File: src/rtl/core/commissioning_stage_sequencer_macros.svh
// Assertion macros shared by the sequencer modules.
`ifndef COMMISSIONING_STAGE_SEQUENCER_MACROS_SVH
`define COMMISSIONING_STAGE_SEQUENCER_MACROS_SVH

`ifndef SYNTH
`define CSSEQ_ASSERT(lbl, clk, rstn, ante, cons) \
    lbl: assert property (@(posedge clk) disable iff (!rstn) (ante) |-> (cons)) \
        else $error("sequencer check failed");
`define CSSEQ_ASSERT_NEXT(lbl, clk, rstn, ante, cons) \
    lbl: assert property (@(posedge clk) disable iff (!rstn) (ante) |=> (cons)) \
        else $error("sequencer check failed");
`else
`define CSSEQ_ASSERT(lbl, clk, rstn, ante, cons)
`define CSSEQ_ASSERT_NEXT(lbl, clk, rstn, ante, cons)
`endif

`endif

File: src/rtl/core/csseq_pkg.sv
`timescale 1ns / 1ps

package csseq_pkg;

    localparam int STAGE_COUNT = 8;
    localparam int STAGE_W     = 4;
    localparam int MASK_W      = 8;
    localparam int PROC_W      = 4;
    localparam int REASON_W    = 8;
    localparam int CMD_W       = 2;
    localparam int PCT_W       = 7;

    localparam logic [STAGE_W-1:0] STAGE_IDLE   = '0;
    localparam logic [STAGE_W-1:0] STAGE_LAST   = STAGE_W'(STAGE_COUNT);
    localparam logic [STAGE_W-1:0] STAGE_DONE   = STAGE_W'(STAGE_COUNT + 1);
    localparam logic [STAGE_W-1:0] STAGE_FAILED = STAGE_W'(STAGE_COUNT + 2);

    localparam logic [PCT_W-1:0] PCT_FULL = PCT_W'(100);

    // The dividend is done_count * 100, at most STAGE_COUNT * 100.
    localparam int DIVIDEND_W = $clog2(STAGE_COUNT * 100 + 1);
    localparam int DIV_STEPS  = DIVIDEND_W;
    localparam int DIV_CNT_W  = $clog2(DIV_STEPS);
    localparam int CNT_W      = $clog2(MASK_W + 1);

    localparam int IN_DATA_W  = 16;
    localparam int OUT_DATA_W = 32;

    typedef enum logic [CMD_W-1:0] {
        CMD_START    = 2'd0,
        CMD_COMPLETE = 2'd1,
        CMD_FAIL     = 2'd2,
        CMD_QUERY    = 2'd3
    } cmd_t;

    typedef enum logic [1:0] {
        ST_IDLE,
        ST_UPDATE,
        ST_DIV,
        ST_OUT
    } state_t;

    typedef struct packed {
        logic load_in;
        logic update;
        logic div_step;
        logic load_out;
    } dp_cmd_t;

    typedef struct packed {
        logic div_last;
    } dp_status_t;

    function automatic logic [PROC_W-1:0] proc_of_stage(input logic [STAGE_W-1:0] st);
        logic [PROC_W-1:0] p;
        case (st)
            4'd1:    p = 4'd1;
            4'd2:    p = 4'd2;
            4'd3:    p = 4'd3;
            4'd4:    p = 4'd5;
            4'd5:    p = 4'd6;
            4'd6:    p = 4'd8;
            4'd7:    p = 4'd9;
            4'd8:    p = 4'd10;
            default: p = 4'd0;
        endcase
        return p;
    endfunction

    // First enabled stage after the given one, or the done code.
    function automatic logic [STAGE_W-1:0] next_enabled(input logic [STAGE_W-1:0] after,
                                                        input logic [MASK_W-1:0] mask);
        logic [STAGE_W-1:0] r;
        r = STAGE_DONE;
        for (int i = STAGE_COUNT; i >= 1; i--) begin
            if ((i > int'(after)) && mask[i-1]) begin
                r = STAGE_W'(i);
            end
        end
        return r;
    endfunction

    function automatic logic [CNT_W-1:0] popcount(input logic [MASK_W-1:0] v);
        logic [CNT_W-1:0] n;
        n = '0;
        for (int i = 0; i < MASK_W; i++) begin
            n = n + CNT_W'(v[i]);
        end
        return n;
    endfunction

    function automatic logic service_ok(input logic [PROC_W-1:0] proc,
                                        input logic [MASK_W-1:0] mask);
        logic ok;
        case (proc)
            4'd1:                 ok = mask[0];
            4'd2:                 ok = mask[1];
            4'd3:                 ok = mask[2];
            4'd4, 4'd5:           ok = mask[3];
            4'd6, 4'd7:           ok = mask[4];
            4'd8:                 ok = mask[5];
            4'd9:                 ok = mask[6];
            4'd10, 4'd11, 4'd12:  ok = 1'b1;
            default:              ok = 1'b0;
        endcase
        return ok;
    endfunction

endpackage

File: src/rtl/core/csseq_dp.sv
`timescale 1ns / 1ps
`include "commissioning_stage_sequencer_macros.svh"

module csseq_dp (
    input  logic                                  aclk,
    input  logic                                  aresetn,
    input  csseq_pkg::dp_cmd_t                    cmd,
    output csseq_pkg::dp_status_t                 status,
    input  logic [csseq_pkg::CMD_W-1:0]           in_command,
    input  logic [csseq_pkg::PROC_W-1:0]          in_procedure,
    input  logic [csseq_pkg::REASON_W-1:0]        in_reason,
    input  logic                                  cfg_wr_en,
    input  logic [csseq_pkg::MASK_W-1:0]          cfg_wr_data,
    output logic [csseq_pkg::OUT_DATA_W-1:0]      out_data
);

    csseq_pkg::cmd_t                       cmd_reg;
    logic [csseq_pkg::PROC_W-1:0]          proc_reg;
    logic [csseq_pkg::REASON_W-1:0]        reason_reg;

    logic [csseq_pkg::MASK_W-1:0]          en_reg, en_next;
    logic [csseq_pkg::STAGE_W-1:0]         stage_reg, stage_next;
    logic                                  running_reg, running_next;
    logic [csseq_pkg::MASK_W-1:0]          done_reg, done_next;
    logic [csseq_pkg::STAGE_W-1:0]         fstage_reg, fstage_next;
    logic [csseq_pkg::REASON_W-1:0]        fcode_reg, fcode_next;
    logic                                  acc_reg, acc_next;
    logic                                  fin_reg, fin_next;

    logic [csseq_pkg::CNT_W-1:0]           rem_reg, rem_next;
    logic [csseq_pkg::DIVIDEND_W-1:0]      quo_reg, quo_next;
    logic [csseq_pkg::DIV_CNT_W-1:0]       cnt_reg, cnt_next;
    logic [csseq_pkg::OUT_DATA_W-1:0]      data_reg, data_next;

    logic [csseq_pkg::STAGE_W-1:0]         stage_nx;
    logic [csseq_pkg::CNT_W-1:0]           en_cnt;
    logic [csseq_pkg::CNT_W-1:0]           dn_cnt;
    logic [csseq_pkg::CNT_W:0]             trial;
    logic [csseq_pkg::PCT_W-1:0]           pct;
    logic [csseq_pkg::PROC_W-1:0]          next_proc;

    assign en_cnt = csseq_pkg::popcount(en_reg);
    assign status.div_last = (cnt_reg == csseq_pkg::DIV_CNT_W'(csseq_pkg::DIV_STEPS - 1));
    assign out_data = data_reg;

    always_ff @(posedge aclk) begin
        if (cmd.load_in) begin
            cmd_reg    <= csseq_pkg::cmd_t'(in_command);
            proc_reg   <= in_procedure;
            reason_reg <= in_reason;
        end
    end

    always_comb begin
        en_next      = en_reg;
        stage_next   = stage_reg;
        running_next = running_reg;
        done_next    = done_reg;
        fstage_next  = fstage_reg;
        fcode_next   = fcode_reg;
        acc_next     = acc_reg;
        fin_next     = fin_reg;
        stage_nx     = csseq_pkg::next_enabled(stage_reg, en_reg);

        // Register writes during a run are dropped.
        if (cfg_wr_en && !running_reg) begin
            en_next = cfg_wr_data;
        end

        if (cmd.update) begin
            acc_next = 1'b0;
            fin_next = 1'b0;
            case (cmd_reg)
                csseq_pkg::CMD_START: begin
                    if (!running_reg) begin
                        stage_next  = csseq_pkg::STAGE_IDLE;
                        fstage_next = csseq_pkg::STAGE_IDLE;
                        done_next   = '0;
                        fcode_next  = '0;
                        if (en_reg != '0) begin
                            running_next = 1'b1;
                            stage_next   = csseq_pkg::next_enabled(csseq_pkg::STAGE_IDLE,
                                                                   en_reg);
                            acc_next     = 1'b1;
                        end
                    end
                end
                csseq_pkg::CMD_COMPLETE: begin
                    if (running_reg && (proc_reg == csseq_pkg::proc_of_stage(stage_reg))) begin
                        done_next  = done_reg
                                   | (csseq_pkg::MASK_W'(1) << (stage_reg - 4'd1));
                        stage_next = stage_nx;
                        acc_next   = 1'b1;
                        if (stage_nx == csseq_pkg::STAGE_DONE) begin
                            running_next = 1'b0;
                            fin_next     = 1'b1;
                        end
                    end
                end
                csseq_pkg::CMD_FAIL: begin
                    if (running_reg) begin
                        fstage_next  = stage_reg;
                        fcode_next   = reason_reg;
                        stage_next   = csseq_pkg::STAGE_FAILED;
                        running_next = 1'b0;
                        acc_next     = 1'b1;
                    end
                end
                default: begin
                end
            endcase
        end
    end

    // Restoring division of done_count * 100 by the enabled count, one bit a cycle.
    always_comb begin
        rem_next = rem_reg;
        quo_next = quo_reg;
        cnt_next = cnt_reg;
        dn_cnt   = csseq_pkg::popcount(done_next & en_reg);
        trial    = {rem_reg, quo_reg[csseq_pkg::DIVIDEND_W-1]};
        if (cmd.update) begin
            rem_next = '0;
            quo_next = csseq_pkg::DIVIDEND_W'(dn_cnt)
                     * csseq_pkg::DIVIDEND_W'(csseq_pkg::PCT_FULL);
            cnt_next = '0;
        end else if (cmd.div_step) begin
            if (trial >= {1'b0, en_cnt}) begin
                rem_next = csseq_pkg::CNT_W'(trial - {1'b0, en_cnt});
                quo_next = {quo_reg[csseq_pkg::DIVIDEND_W-2:0], 1'b1};
            end else begin
                rem_next = trial[csseq_pkg::CNT_W-1:0];
                quo_next = {quo_reg[csseq_pkg::DIVIDEND_W-2:0], 1'b0};
            end
            cnt_next = cnt_reg + 1'b1;
        end
    end

    always_comb begin
        if (stage_reg == csseq_pkg::STAGE_DONE) begin
            pct = csseq_pkg::PCT_FULL;
        end else if ((stage_reg == csseq_pkg::STAGE_IDLE) || (en_cnt == '0)) begin
            pct = '0;
        end else begin
            pct = quo_reg[csseq_pkg::PCT_W-1:0];
        end
        next_proc = running_reg ? csseq_pkg::proc_of_stage(stage_reg) : '0;
        data_next = data_reg;
        if (cmd.load_out) begin
            data_next = {1'b0, fcode_reg, fstage_reg, pct, running_reg, stage_reg,
                         csseq_pkg::service_ok(proc_reg, en_reg), fin_reg, next_proc,
                         acc_reg};
        end
    end

    always_ff @(posedge aclk) begin
        if (!aresetn) begin
            en_reg      <= '1;
            stage_reg   <= csseq_pkg::STAGE_IDLE;
            running_reg <= 1'b0;
            done_reg    <= '0;
            fstage_reg  <= csseq_pkg::STAGE_IDLE;
            fcode_reg   <= '0;
            acc_reg     <= 1'b0;
            fin_reg     <= 1'b0;
            cnt_reg     <= '0;
        end else begin
            en_reg      <= en_next;
            stage_reg   <= stage_next;
            running_reg <= running_next;
            done_reg    <= done_next;
            fstage_reg  <= fstage_next;
            fcode_reg   <= fcode_next;
            acc_reg     <= acc_next;
            fin_reg     <= fin_next;
            cnt_reg     <= cnt_next;
        end
    end

    always_ff @(posedge aclk) begin
        rem_reg  <= rem_next;
        quo_reg  <= quo_next;
        data_reg <= data_next;
    end

    `CSSEQ_ASSERT(a_running_stage, aclk, aresetn, running_reg, (stage_reg != csseq_pkg::STAGE_IDLE) && (stage_reg <= csseq_pkg::STAGE_LAST))
    `CSSEQ_ASSERT(a_pct_range, aclk, aresetn, cmd.load_out, pct <= csseq_pkg::PCT_FULL)

endmodule

File: src/rtl/core/csseq_ctrl.sv
`timescale 1ns / 1ps
`include "commissioning_stage_sequencer_macros.svh"

module csseq_ctrl (
    input  logic                   aclk,
    input  logic                   aresetn,
    input  logic                   s_tvalid,
    output logic                   s_tready,
    output logic                   m_tvalid,
    input  logic                   m_tready,
    output csseq_pkg::dp_cmd_t     dp_cmd,
    input  csseq_pkg::dp_status_t  dp_status
);

    csseq_pkg::state_t state_reg, state_next;
    logic              m_tvalid_reg, m_tvalid_next;

    assign m_tvalid = m_tvalid_reg;

    always_ff @(posedge aclk) begin
        if (!aresetn) begin
            state_reg    <= csseq_pkg::ST_IDLE;
            m_tvalid_reg <= 1'b0;
        end else begin
            state_reg    <= state_next;
            m_tvalid_reg <= m_tvalid_next;
        end
    end

    always_comb begin
        state_next = state_reg;
        dp_cmd     = '0;
        s_tready   = 1'b0;
        case (state_reg)
            csseq_pkg::ST_IDLE: begin
                s_tready = 1'b1;
                if (s_tvalid) begin
                    dp_cmd.load_in = 1'b1;
                    state_next     = csseq_pkg::ST_UPDATE;
                end
            end
            csseq_pkg::ST_UPDATE: begin
                dp_cmd.update = 1'b1;
                state_next    = csseq_pkg::ST_DIV;
            end
            csseq_pkg::ST_DIV: begin
                dp_cmd.div_step = 1'b1;
                if (dp_status.div_last) begin
                    state_next = csseq_pkg::ST_OUT;
                end
            end
            csseq_pkg::ST_OUT: begin
                // The previous result may still be waiting in the output register.
                if (!m_tvalid_reg || m_tready) begin
                    dp_cmd.load_out = 1'b1;
                    state_next      = csseq_pkg::ST_IDLE;
                end
            end
            default: begin
                state_next = csseq_pkg::ST_IDLE;
            end
        endcase

        if (dp_cmd.load_out) begin
            m_tvalid_next = 1'b1;
        end else if (m_tready) begin
            m_tvalid_next = 1'b0;
        end else begin
            m_tvalid_next = m_tvalid_reg;
        end
    end

    `CSSEQ_ASSERT_NEXT(a_accept_update, aclk, aresetn, s_tvalid && s_tready, state_reg == csseq_pkg::ST_UPDATE)
    `CSSEQ_ASSERT_NEXT(a_stall_holds, aclk, aresetn, (state_reg == csseq_pkg::ST_OUT) && m_tvalid_reg && !m_tready, state_reg == csseq_pkg::ST_OUT)
    `CSSEQ_ASSERT(a_valid_source, aclk, aresetn, $rose(m_tvalid_reg), $past(state_reg == csseq_pkg::ST_OUT))

endmodule

File: src/rtl/core/commissioning_stage_sequencer.sv
`timescale 1ns / 1ps
// Commissioning stage sequencer.
// Input channel (s_axis_*): one beat is one command. tuser carries the command
// code (start, complete, fail, query); tdata carries the procedure code and
// the failure reason. Output channel (m_axis_*): exactly one result beat per
// command, with the acceptance flag, expected next procedure, done flag,
// service permission, stage, running flag, progress percent and failure record.
// The stage enable mask is written through cfg_wr_en / cfg_wr_data; writes
// while a workflow is running are ignored.
// Each command passes the states ST_UPDATE (update the stage state), ST_DIV (a
// one-bit-per-cycle restoring divider for the progress percent) and ST_OUT
// (load the output register); the next command is taken only once the previous
// one has left ST_OUT.
// A new command is taken while the previous result waits on the output; if the
// receiver stalls, the next result waits in the sequencer until the output
// register frees. Reset (aresetn low, synchronous) enables all stages, clears
// the history to idle and drops m_axis_tvalid.

module commissioning_stage_sequencer (
    input  logic                                 aclk,
    input  logic                                 aresetn,
    input  logic                                 cfg_wr_en,
    input  logic [csseq_pkg::MASK_W-1:0]         cfg_wr_data,
    input  logic                                 s_axis_tvalid,
    output logic                                 s_axis_tready,
    // [3:0] procedure, [11:4] fail_reason, [15:12] zero
    input  logic [csseq_pkg::IN_DATA_W-1:0]      s_axis_tdata,
    // [1:0] command
    input  logic [csseq_pkg::CMD_W-1:0]          s_axis_tuser,
    output logic                                 m_axis_tvalid,
    input  logic                                 m_axis_tready,
    // [0] accepted, [4:1] expected_proc, [5] workflow_done, [6] service_allowed,
    // [10:7] current_stage, [11] running, [18:12] progress_percent,
    // [22:19] failed_at_stage, [30:23] stored_reason, [31] zero
    output logic [csseq_pkg::OUT_DATA_W-1:0]     m_axis_tdata
);

    csseq_pkg::dp_cmd_t    dp_cmd;
    csseq_pkg::dp_status_t dp_status;

    csseq_ctrl u_ctrl (
        .aclk      (aclk),
        .aresetn   (aresetn),
        .s_tvalid  (s_axis_tvalid),
        .s_tready  (s_axis_tready),
        .m_tvalid  (m_axis_tvalid),
        .m_tready  (m_axis_tready),
        .dp_cmd    (dp_cmd),
        .dp_status (dp_status)
    );

    csseq_dp u_dp (
        .aclk         (aclk),
        .aresetn      (aresetn),
        .cmd          (dp_cmd),
        .status       (dp_status),
        .in_command   (s_axis_tuser),
        .in_procedure (s_axis_tdata[csseq_pkg::PROC_W-1:0]),
        .in_reason    (s_axis_tdata[csseq_pkg::PROC_W +: csseq_pkg::REASON_W]),
        .cfg_wr_en    (cfg_wr_en),
        .cfg_wr_data  (cfg_wr_data),
        .out_data     (m_axis_tdata)
    );

endmodule

File: config.mk
export PLATFORM = sky130hd
export DESIGN_NAME = commissioning_stage_sequencer
export DESIGN_NICKNAME = d
export VERILOG_FILES = /design/src/rtl/core/csseq_pkg.sv /design/src/rtl/core/csseq_dp.sv /design/src/rtl/core/csseq_ctrl.sv /design/src/rtl/core/commissioning_stage_sequencer.sv
export VERILOG_INCLUDE_DIRS = /design/src /design/src/rtl/core
export SDC_FILE = /design/constraint.sdc
export NUM_CORES = 1
export LEC_CHECK = 0
export BUFFER_PORTS_ARGS = -buffer_cell sky130_fd_sc_hd__buf_4
export CORE_ASPECT_RATIO = 0.6
export CORE_MARGIN = 1.5
export CORE_UTILIZATION = 40
export DETAILED_ROUTE_END_ITERATION = 10
export GPL_TIMING_DRIVEN = 0
export PLACE_DENSITY = 0.56
export REMOVE_ABC_BUFFERS = 1
export SLEW_MARGIN = 20
export SYNTH_ARGS = -nofsm -noshare
export SYNTH_HDL_FRONTEND = slang
export SYNTH_SLANG_ARGS = --single-unit
File: constraint.sdc
create_clock -name aclk -period 6.7 [get_ports aclk]
set_clock_uncertainty 0.15 [all_clocks]
set_input_delay 0.335 -clock aclk [delete_from_list [all_inputs] [get_ports aclk]]
set_output_delay 0.335 -clock aclk [all_outputs]
set_load 0.03 [all_outputs]
==> impl_metrics.py, run 1 <==
metrics = {
    "cts": {
        "clock-sinks": 105,
        "ctsResizeCount": 0,
        "clkSlewWorstSetupHoldPaths_ps": 70,
        "clk_latency_ps": 350,
        "cts_setup_buffers": 0,
        "cts-buffers-inserted": 9,
        "clockBufferDepth": 2,
        "h-tree-depth": 3,
        "clock-root-buffer": "clkbuf_16",
        "cts_tree": "yes",
    },
    "sta": {
        "fin_tns_setup_ps": 0,
        "period_share": 0.918,
        "tightestPinTransition_ps": 960,
        "final_max_slew_viol_count": 0,
        "setup_viol": 0,
        "max_freq_mhz": 163,
        "rsz0062_at_grt": "no",
        "final.min_clock_period_ps": 6150,
        "slew_headroom": 0.356,
        "finalHoldViolCount": 0,
    },
    "floorplanning": {
        "start_util": 0.410,
        "rows": 32,
        "die_y_um": 91.9,
        "core_area_mm2": 0.0129,
        "dieArea_mm2": 0.0139,
        "die_w_um": 151,
        "io_pins": 65,
    },
    "grt": {
        "grt_max_degree": 24,
        "grt_pass1_wl_um": 19400,
        "grt_overflow_total": 0,
        "antenna_found_initial": 0,
        "grt_pass1_vias": 3660,
        "track_usage": 0.187,
    },
    "finish": {
        "finalNetCount": 640,
        "diodes": 0,
        "filler_cell_count": 1194,
        "drive_gt1_frac": 0.170,
        "largest_reg_flops": 31,
        "area_growth_pct": 19.9,
        "postLayoutCellArea_mm2": 0.00631,
    },
    "critical_path": {
        "rrSetupSlack_ps": 550,
        "reg2reg_from": "u_dp.stage_reg[1]$_SDFFE_PN0P_",
        "start_kind": "flop",
        "r2r-end": "u_dp.quo_reg[9]$_DFFE_PP_",
        "critPathArrivalTime_ps": 6160,
        "path_max_fanout": 11,
        "cp.required_ps": 6710,
        "worstRegToRegCells": 20,
        "end_kind": "flop",
        "path_class": "flop to flop",
    },
    "synth": {
        "synthCells": 495,
        "yosysMostFrequentCell": "edfxtp_1",
        "synth_adder_area_share": 0.128,
        "yosys.area.top_type": "edfxtp_1",
        "netlist_area_mm2": 0.00527,
        "synth-compound-area-share": 0.144,
        "ys.flop_type": "edfxtp_1",
        "synth-simple-area-share": 0.138,
        "ys_top_cells_by_count": "edfxtp_1, dfxtp_1, inv_1, nor2_1, ha_1",
        "synth_cell_types": 66,
        "ys_ff_latch": 105,
        "yosysSeqAreaShare": 0.500,
        "synth_edf_count": 53,
        "synth-async-reset-ratio": 0,
        "synth_area_leaders": "edfxtp_1, dfxtp_1, ha_1",
        "avgSynthCellArea_um2": 10.6,
        "synth_top_family_by_area": "compound AO/OA/AOI/OAI gates",
        "yosysTopAreaCellShare": 0.302,
        "yosysWarnings": 0,
        "synthMuxAreaShare": 0.0154,
        "synth_xor_area_frac": 0.0233,
    },
    "place": {
        "post_dp_cell_area_mm2": 0.00589,
        "portBuffers": 59,
        "routabilityCongestion": 0.885,
        "place_hpwl_um": 9200,
    },
    "hold_path": {
        "hold_end": "u_dp.cmd_reg[0]$_DFFE_PP_",
        "hp-class": "input port to flop",
        "hold_start": "s_axis_tuser[0]",
        "hold-path-cell-count": 1,
    },
    "drt": {
        "wirelength_um": 12300,
        "ant_nets": 0,
        "drcViolationCount": 0,
        "vias": 3868,
        "dr.pass1.iters": 5,
        "viasPerCell": 5.26,
        "first_iter_violations": 275,
        "wl_per_cell_um": 16.7,
    },
    "power": {
        "p_per_area_mw_per_mm2": 370,
        "power_leakage_nw": 2.57,
        "peakVddDrop_uv": 153,
    },
    "status": {
        "status": "finished, final reports clean",
    },
    "run": {
        "cap_violations": 0,
    },
}
-- how the worst max path moves through the flow --
stage	from	endpoint	slack [ps]	depth (start not counted)
after floorplan	u_dp.stage_reg[0]$_SDFFE_PN0P_	u_dp.quo_reg[8]$_DFFE_PP_	1390	19
after global placement	u_dp.stage_reg[1]$_SDFFE_PN0P_	u_dp.quo_reg[9]$_DFFE_PP_	600	20
after detailed placement	u_dp.stage_reg[1]$_SDFFE_PN0P_	u_dp.quo_reg[9]$_DFFE_PP_	620	20
after CTS	u_dp.stage_reg[1]$_SDFFE_PN0P_	u_dp.quo_reg[9]$_DFFE_PP_	580	20
after global routing	u_dp.stage_reg[1]$_SDFFE_PN0P_	u_dp.quo_reg[9]$_DFFE_PP_	180	20
final	u_dp.stage_reg[1]$_SDFFE_PN0P_	u_dp.quo_reg[9]$_DFFE_PP_	550	20
-- cells in the final DEF, fill, tap and decap left out, types with 2 or more instances in the layout --
cell           synthesis  final
a2111oi_0              2      2
a211oi_1               5      5
a21o_1                 4      4
a21oi_1               18     18
a22o_1                 7      7
a22oi_1               14     14
a31oi_1                2      2
and2_1                11     11
and3_1                 3      3
and4_1                 2      2
buf_4                  3     60
clkbuf_16              0      9
dfxtp_1               52     52
dlygate4sd3_1          0     12
edfxtp_1              53     53
fa_1                  10     10
ha_1                  38     38
inv_1                 47     47
inv_8                  0      2
mux2_4                 2      2
mux2i_1                4      4
nand2_1               36     36
nand3_1                8      8
nand3b_1               2      2
nand4_1                6      6
nor2_1                47     47
nor2b_1               12     11
nor3_1                 8      8
nor4_2                 1      2
o2111ai_1              4      4
o211ai_1              10     10
o21ai_0               19     18
o21ai_1                2      3
or2_1                  2      2
xnor2_1                8      8
xor2_1                 6      6
-- metal layers --
layer	up-vias	routed length, um	track usage
met5	-	0	0
met4	0	119	0.0445
met3	14	780	0.0383
met2	121	4820	0.261
met1	1845	6590	0.289
li1	1888	-	-
-- power by group --
part           switching (mW)  internal, mW  total, mW
clock                   0.263         0.268      0.531
sequential              0.107         0.821      0.929
combinational           0.537         0.338      0.875
total                   0.908          1.43       2.33
-- area by class of cell --
type                    count  area [um^2]  area share
multi-input cells         323         2380       0.377
clock inverters             7         80.1      0.0127
flip-flops and latches    105         2630       0.417
clock buffers               9          225      0.0357
inverters                  49          184      0.0291
repair buffers             73          598      0.0947
well taps                 170          213      0.0337
-- per-stage QoR --
stage	power [mW]	std cells	setup slack, ps	hold WS [ps]	utilization
final	2.33	736	552	19.5	0.491
after global routing	2.50	736	180	2.37	0.491
after CTS	2.36	736	577	5.66	0.491
after detailed placement	1.81	708	621	269	0.458
after global placement	1.78	706	595	265	0.454
after floorplan	1.53	477	1390	258	-
-- timing repair --
item	CTS	global route
hold buffers	12	0
setup endpoints to repair	0	0
endpoints found under the hold margin	12	0
-- critical path: stages, from the launching register on --
cell     delay [ps]
dfxtp_1         630
inv_1           280
ha_1            320
ha_1            310
and4_1          240
a22oi_1         210
nor2_1           90
ha_1            280
inv_1            50
fa_1            500
fa_1            520
fa_1            470
fa_1            400
xnor2_1         250
inv_1           120
ha_1            300
inv_1            40
ha_1            310
nor2b_1         150
xnor2_1         110
o21ai_0         230
-- logic make-up after synthesis --
kind of cell | count (synthesis)
other | 1
and+or+nand+nor | 147
AOI/OAI and AO/OA | 106
buffers and inverters | 67
DFF | 105
adders and majority gates | 48
xor gates and xnor gates | 14
muxes | 7
Note: power is estimated with default switching activity, not from simulation.
==> inputs of run 2 (changes only) <==
--- a/config.mk
+++ b/config.mk
@@ -13,7 +13,6 @@
 export DETAILED_ROUTE_END_ITERATION = 10
 export GPL_TIMING_DRIVEN = 0
 export PLACE_DENSITY = 0.56
-export REMOVE_ABC_BUFFERS = 1
 export SLEW_MARGIN = 20
 export SYNTH_ARGS = -nofsm -noshare
 export SYNTH_HDL_FRONTEND = slang
==> run 2 against run 1 <==
Effect of this change:
- power up 0.98%
- cell count rose by 2.3%
- register-to-register slack better by 50 ps
- combinational power increased by 4.1%
- setup slack better by 52 ps
- die area unchanged
- flip-flop and latch count unchanged
==> impl_metrics.py, run 2 (synthesis results as in run 1) <==
metrics = {
    "sta": {
        "slew_headroom": 0.471,
        "tightestPinTransition_ps": 793,
        "finalHoldViolCount": 0,
        "whs_ps": 15.0,
        "rsz0062_at_grt": "no",
        "final.min_clock_period_ps": 6100,
        "setup_viol": 0,
        "fin_tns_setup_ps": 0,
        "max_freq_mhz": 164,
        "period_share": 0.910,
        "final_max_slew_viol_count": 0,
    },
    "hold_path": {
        "hp-class": "input port to flop",
        "hold_start": "s_axis_tuser[1]",
    },
    "drt": {
        "vias": 3946,
        "ant_nets": 0,
        "wl_per_cell_um": 16.4,
        "wirelength_um": 12300,
        "drcViolationCount": 0,
        "dr.pass1.iters": 5,
        "first_iter_violations": 552,
        "viasPerCell": 5.24,
    },
    "critical_path": {
        "startpoint": "u_dp.stage_reg[1]$_SDFFE_PN0P_",
        "cp.required_ps": 6640,
        "path_class": "flop to flop",
        "critPathArrivalTime_ps": 6030,
        "end_kind": "flop",
        "path_max_fanout": 11,
        "reg2reg_from": "u_dp.stage_reg[1]$_SDFFE_PN0P_",
        "start_kind": "flop",
    },
    "cts": {
        "h-tree-depth": 3,
        "clock-root-buffer": "clkbuf_16",
        "cts-buffers-inserted": 9,
        "cts_tree": "yes",
        "clock-sinks": 105,
        "clkSlewWorstSetupHoldPaths_ps": 80,
        "clk_latency_ps": 350,
        "clockBufferDepth": 2,
    },
    "place": {
        "place_hpwl_um": 9220,
        "dp_cells": 725,
        "routabilityCongestion": 0.880,
        "portBuffers": 59,
        "post_dp_cell_area_mm2": 0.00595,
    },
    "grt": {
        "grt_max_degree": 25,
        "antenna_found_initial": 0,
        "track_usage": 0.188,
        "grt_pass1_vias": 3714,
        "grt_overflow_total": 0,
        "grt_pass1_wl_um": 19700,
    },
    "finish": {
        "drive_gt1_frac": 0.172,
        "final_cell_mix": "buf_4, edfxtp_1, dfxtp_1",
        "area_growth_pct": 21.2,
        "instances_no_fill": 753,
        "finalNetCount": 656,
        "final_common_cell": "buf_4",
        "postLayoutCellArea_mm2": 0.00638,
        "final_core_util": 0.496,
        "largest_reg_flops": 31,
    },
    "floorplanning": {
        "dieArea_mm2": 0.0139,
        "die_y_um": 91.9,
        "die_w_um": 151,
        "rows": 32,
        "core_area_mm2": 0.0129,
        "io_pins": 65,
        "start_util": 0.410,
    },
    "synth": {
        "syn-num-nets": 574,
    },
    "power": {
        "p_per_area_mw_per_mm2": 369,
        "p_comb_frac": 0.386,
        "p_int_mw": 1.44,
        "p_sw_uw": 921,
        "sw_frac_of_total": 0.391,
        "power_leakage_nw": 2.61,
        "power.share.clock": 0.228,
        "peakVddDrop_uv": 164,
        "pwr-share-seq": 0.386,
    },
    "run": {
        "cap_violations": 0,
    },
    "status": {
        "status": "finished, final reports clean",
    },
}
## run 2: changes by cell type in the layout (fill, tap and decap cells not counted), moves of 2 or more
cell      delta
buf_2        +3
buf_4        +2
clkbuf_1    +12
clkinv_8     +3
## run 2: through the flow
step	total power, mW	worst slack, ps
floorplan	1.55	1390
global placement	1.79	790
detailed placement	1.82	643
CTS	2.37	642
global route	2.51	310
finish	2.36	604
## run 2: path summary, 6_finish.rpt
check / slack (ps) / cells after the start / end
hold reg to reg: 280 / 0 / u_dp.out_data[22]$_DFFE_PP_
hold / removal: 20 / 1 / u_dp.cmd_reg[1]$_DFFE_PP_
setup / recovery: 600 / 19 / u_dp.quo_reg[8]$_DFFE_PP_
setup reg to reg: 600 / 19 / u_dp.quo_reg[8]$_DFFE_PP_
## run 2: per-layer routing
layer	vias to the layer above	share of wire	track usage
li1	1924	-	-
met1	1867	0.53	0.292
met2	143	0.40	0.253
met3	12	0.066	0.0468
met4	0	0.0081	0.0494
met5	-	0	0
## run 2: what timing repair did
| item | 4_1_cts | 5_1_grt |
|---|---|---|
| hold buffers | 8 | 3 |
| setup buffers | 0 | 0 |
| hold endpoints to repair | 8 | 3 |
| gates resized for setup | 0 | 0 |
## run 2: power by group through the flow
stage	combinational, mW	sequential, mW	clock (mW)
after floorplan	0.612	0.935	0
after global placement	0.866	0.923	0
after detailed placement	0.895	0.925	0
after CTS	0.905	0.911	0.554
after global routing	1.01	0.927	0.577
final	0.911	0.910	0.536
## run 2: layout make-up
class,instances,area (um^2)
repair buffers,71,573
well taps,170,213
fillers,1180,6470
clock inverters,7,93.8
multi-input cells,323,2370
inverters,49,184
plain buffers,18,82.6
clock buffers,9,225
flip-flops and latches,105,2630
diodes,1,2.50
## run 2: worst max-delay path, cell delays in order (launching register included)
cell and delay, ps:
dfxtp_1 650, inv_1 280, ha_1 330, ha_1 330, and4_1 250, a22oi_1 210
nor2_1 70, ha_1 280, inv_1 50, fa_1 500, fa_1 520, fa_1 470
fa_1 530, inv_1 80, ha_1 280, ha_1 170, inv_1 60, fa_1 370
xor2_1 160, o21ai_0 100
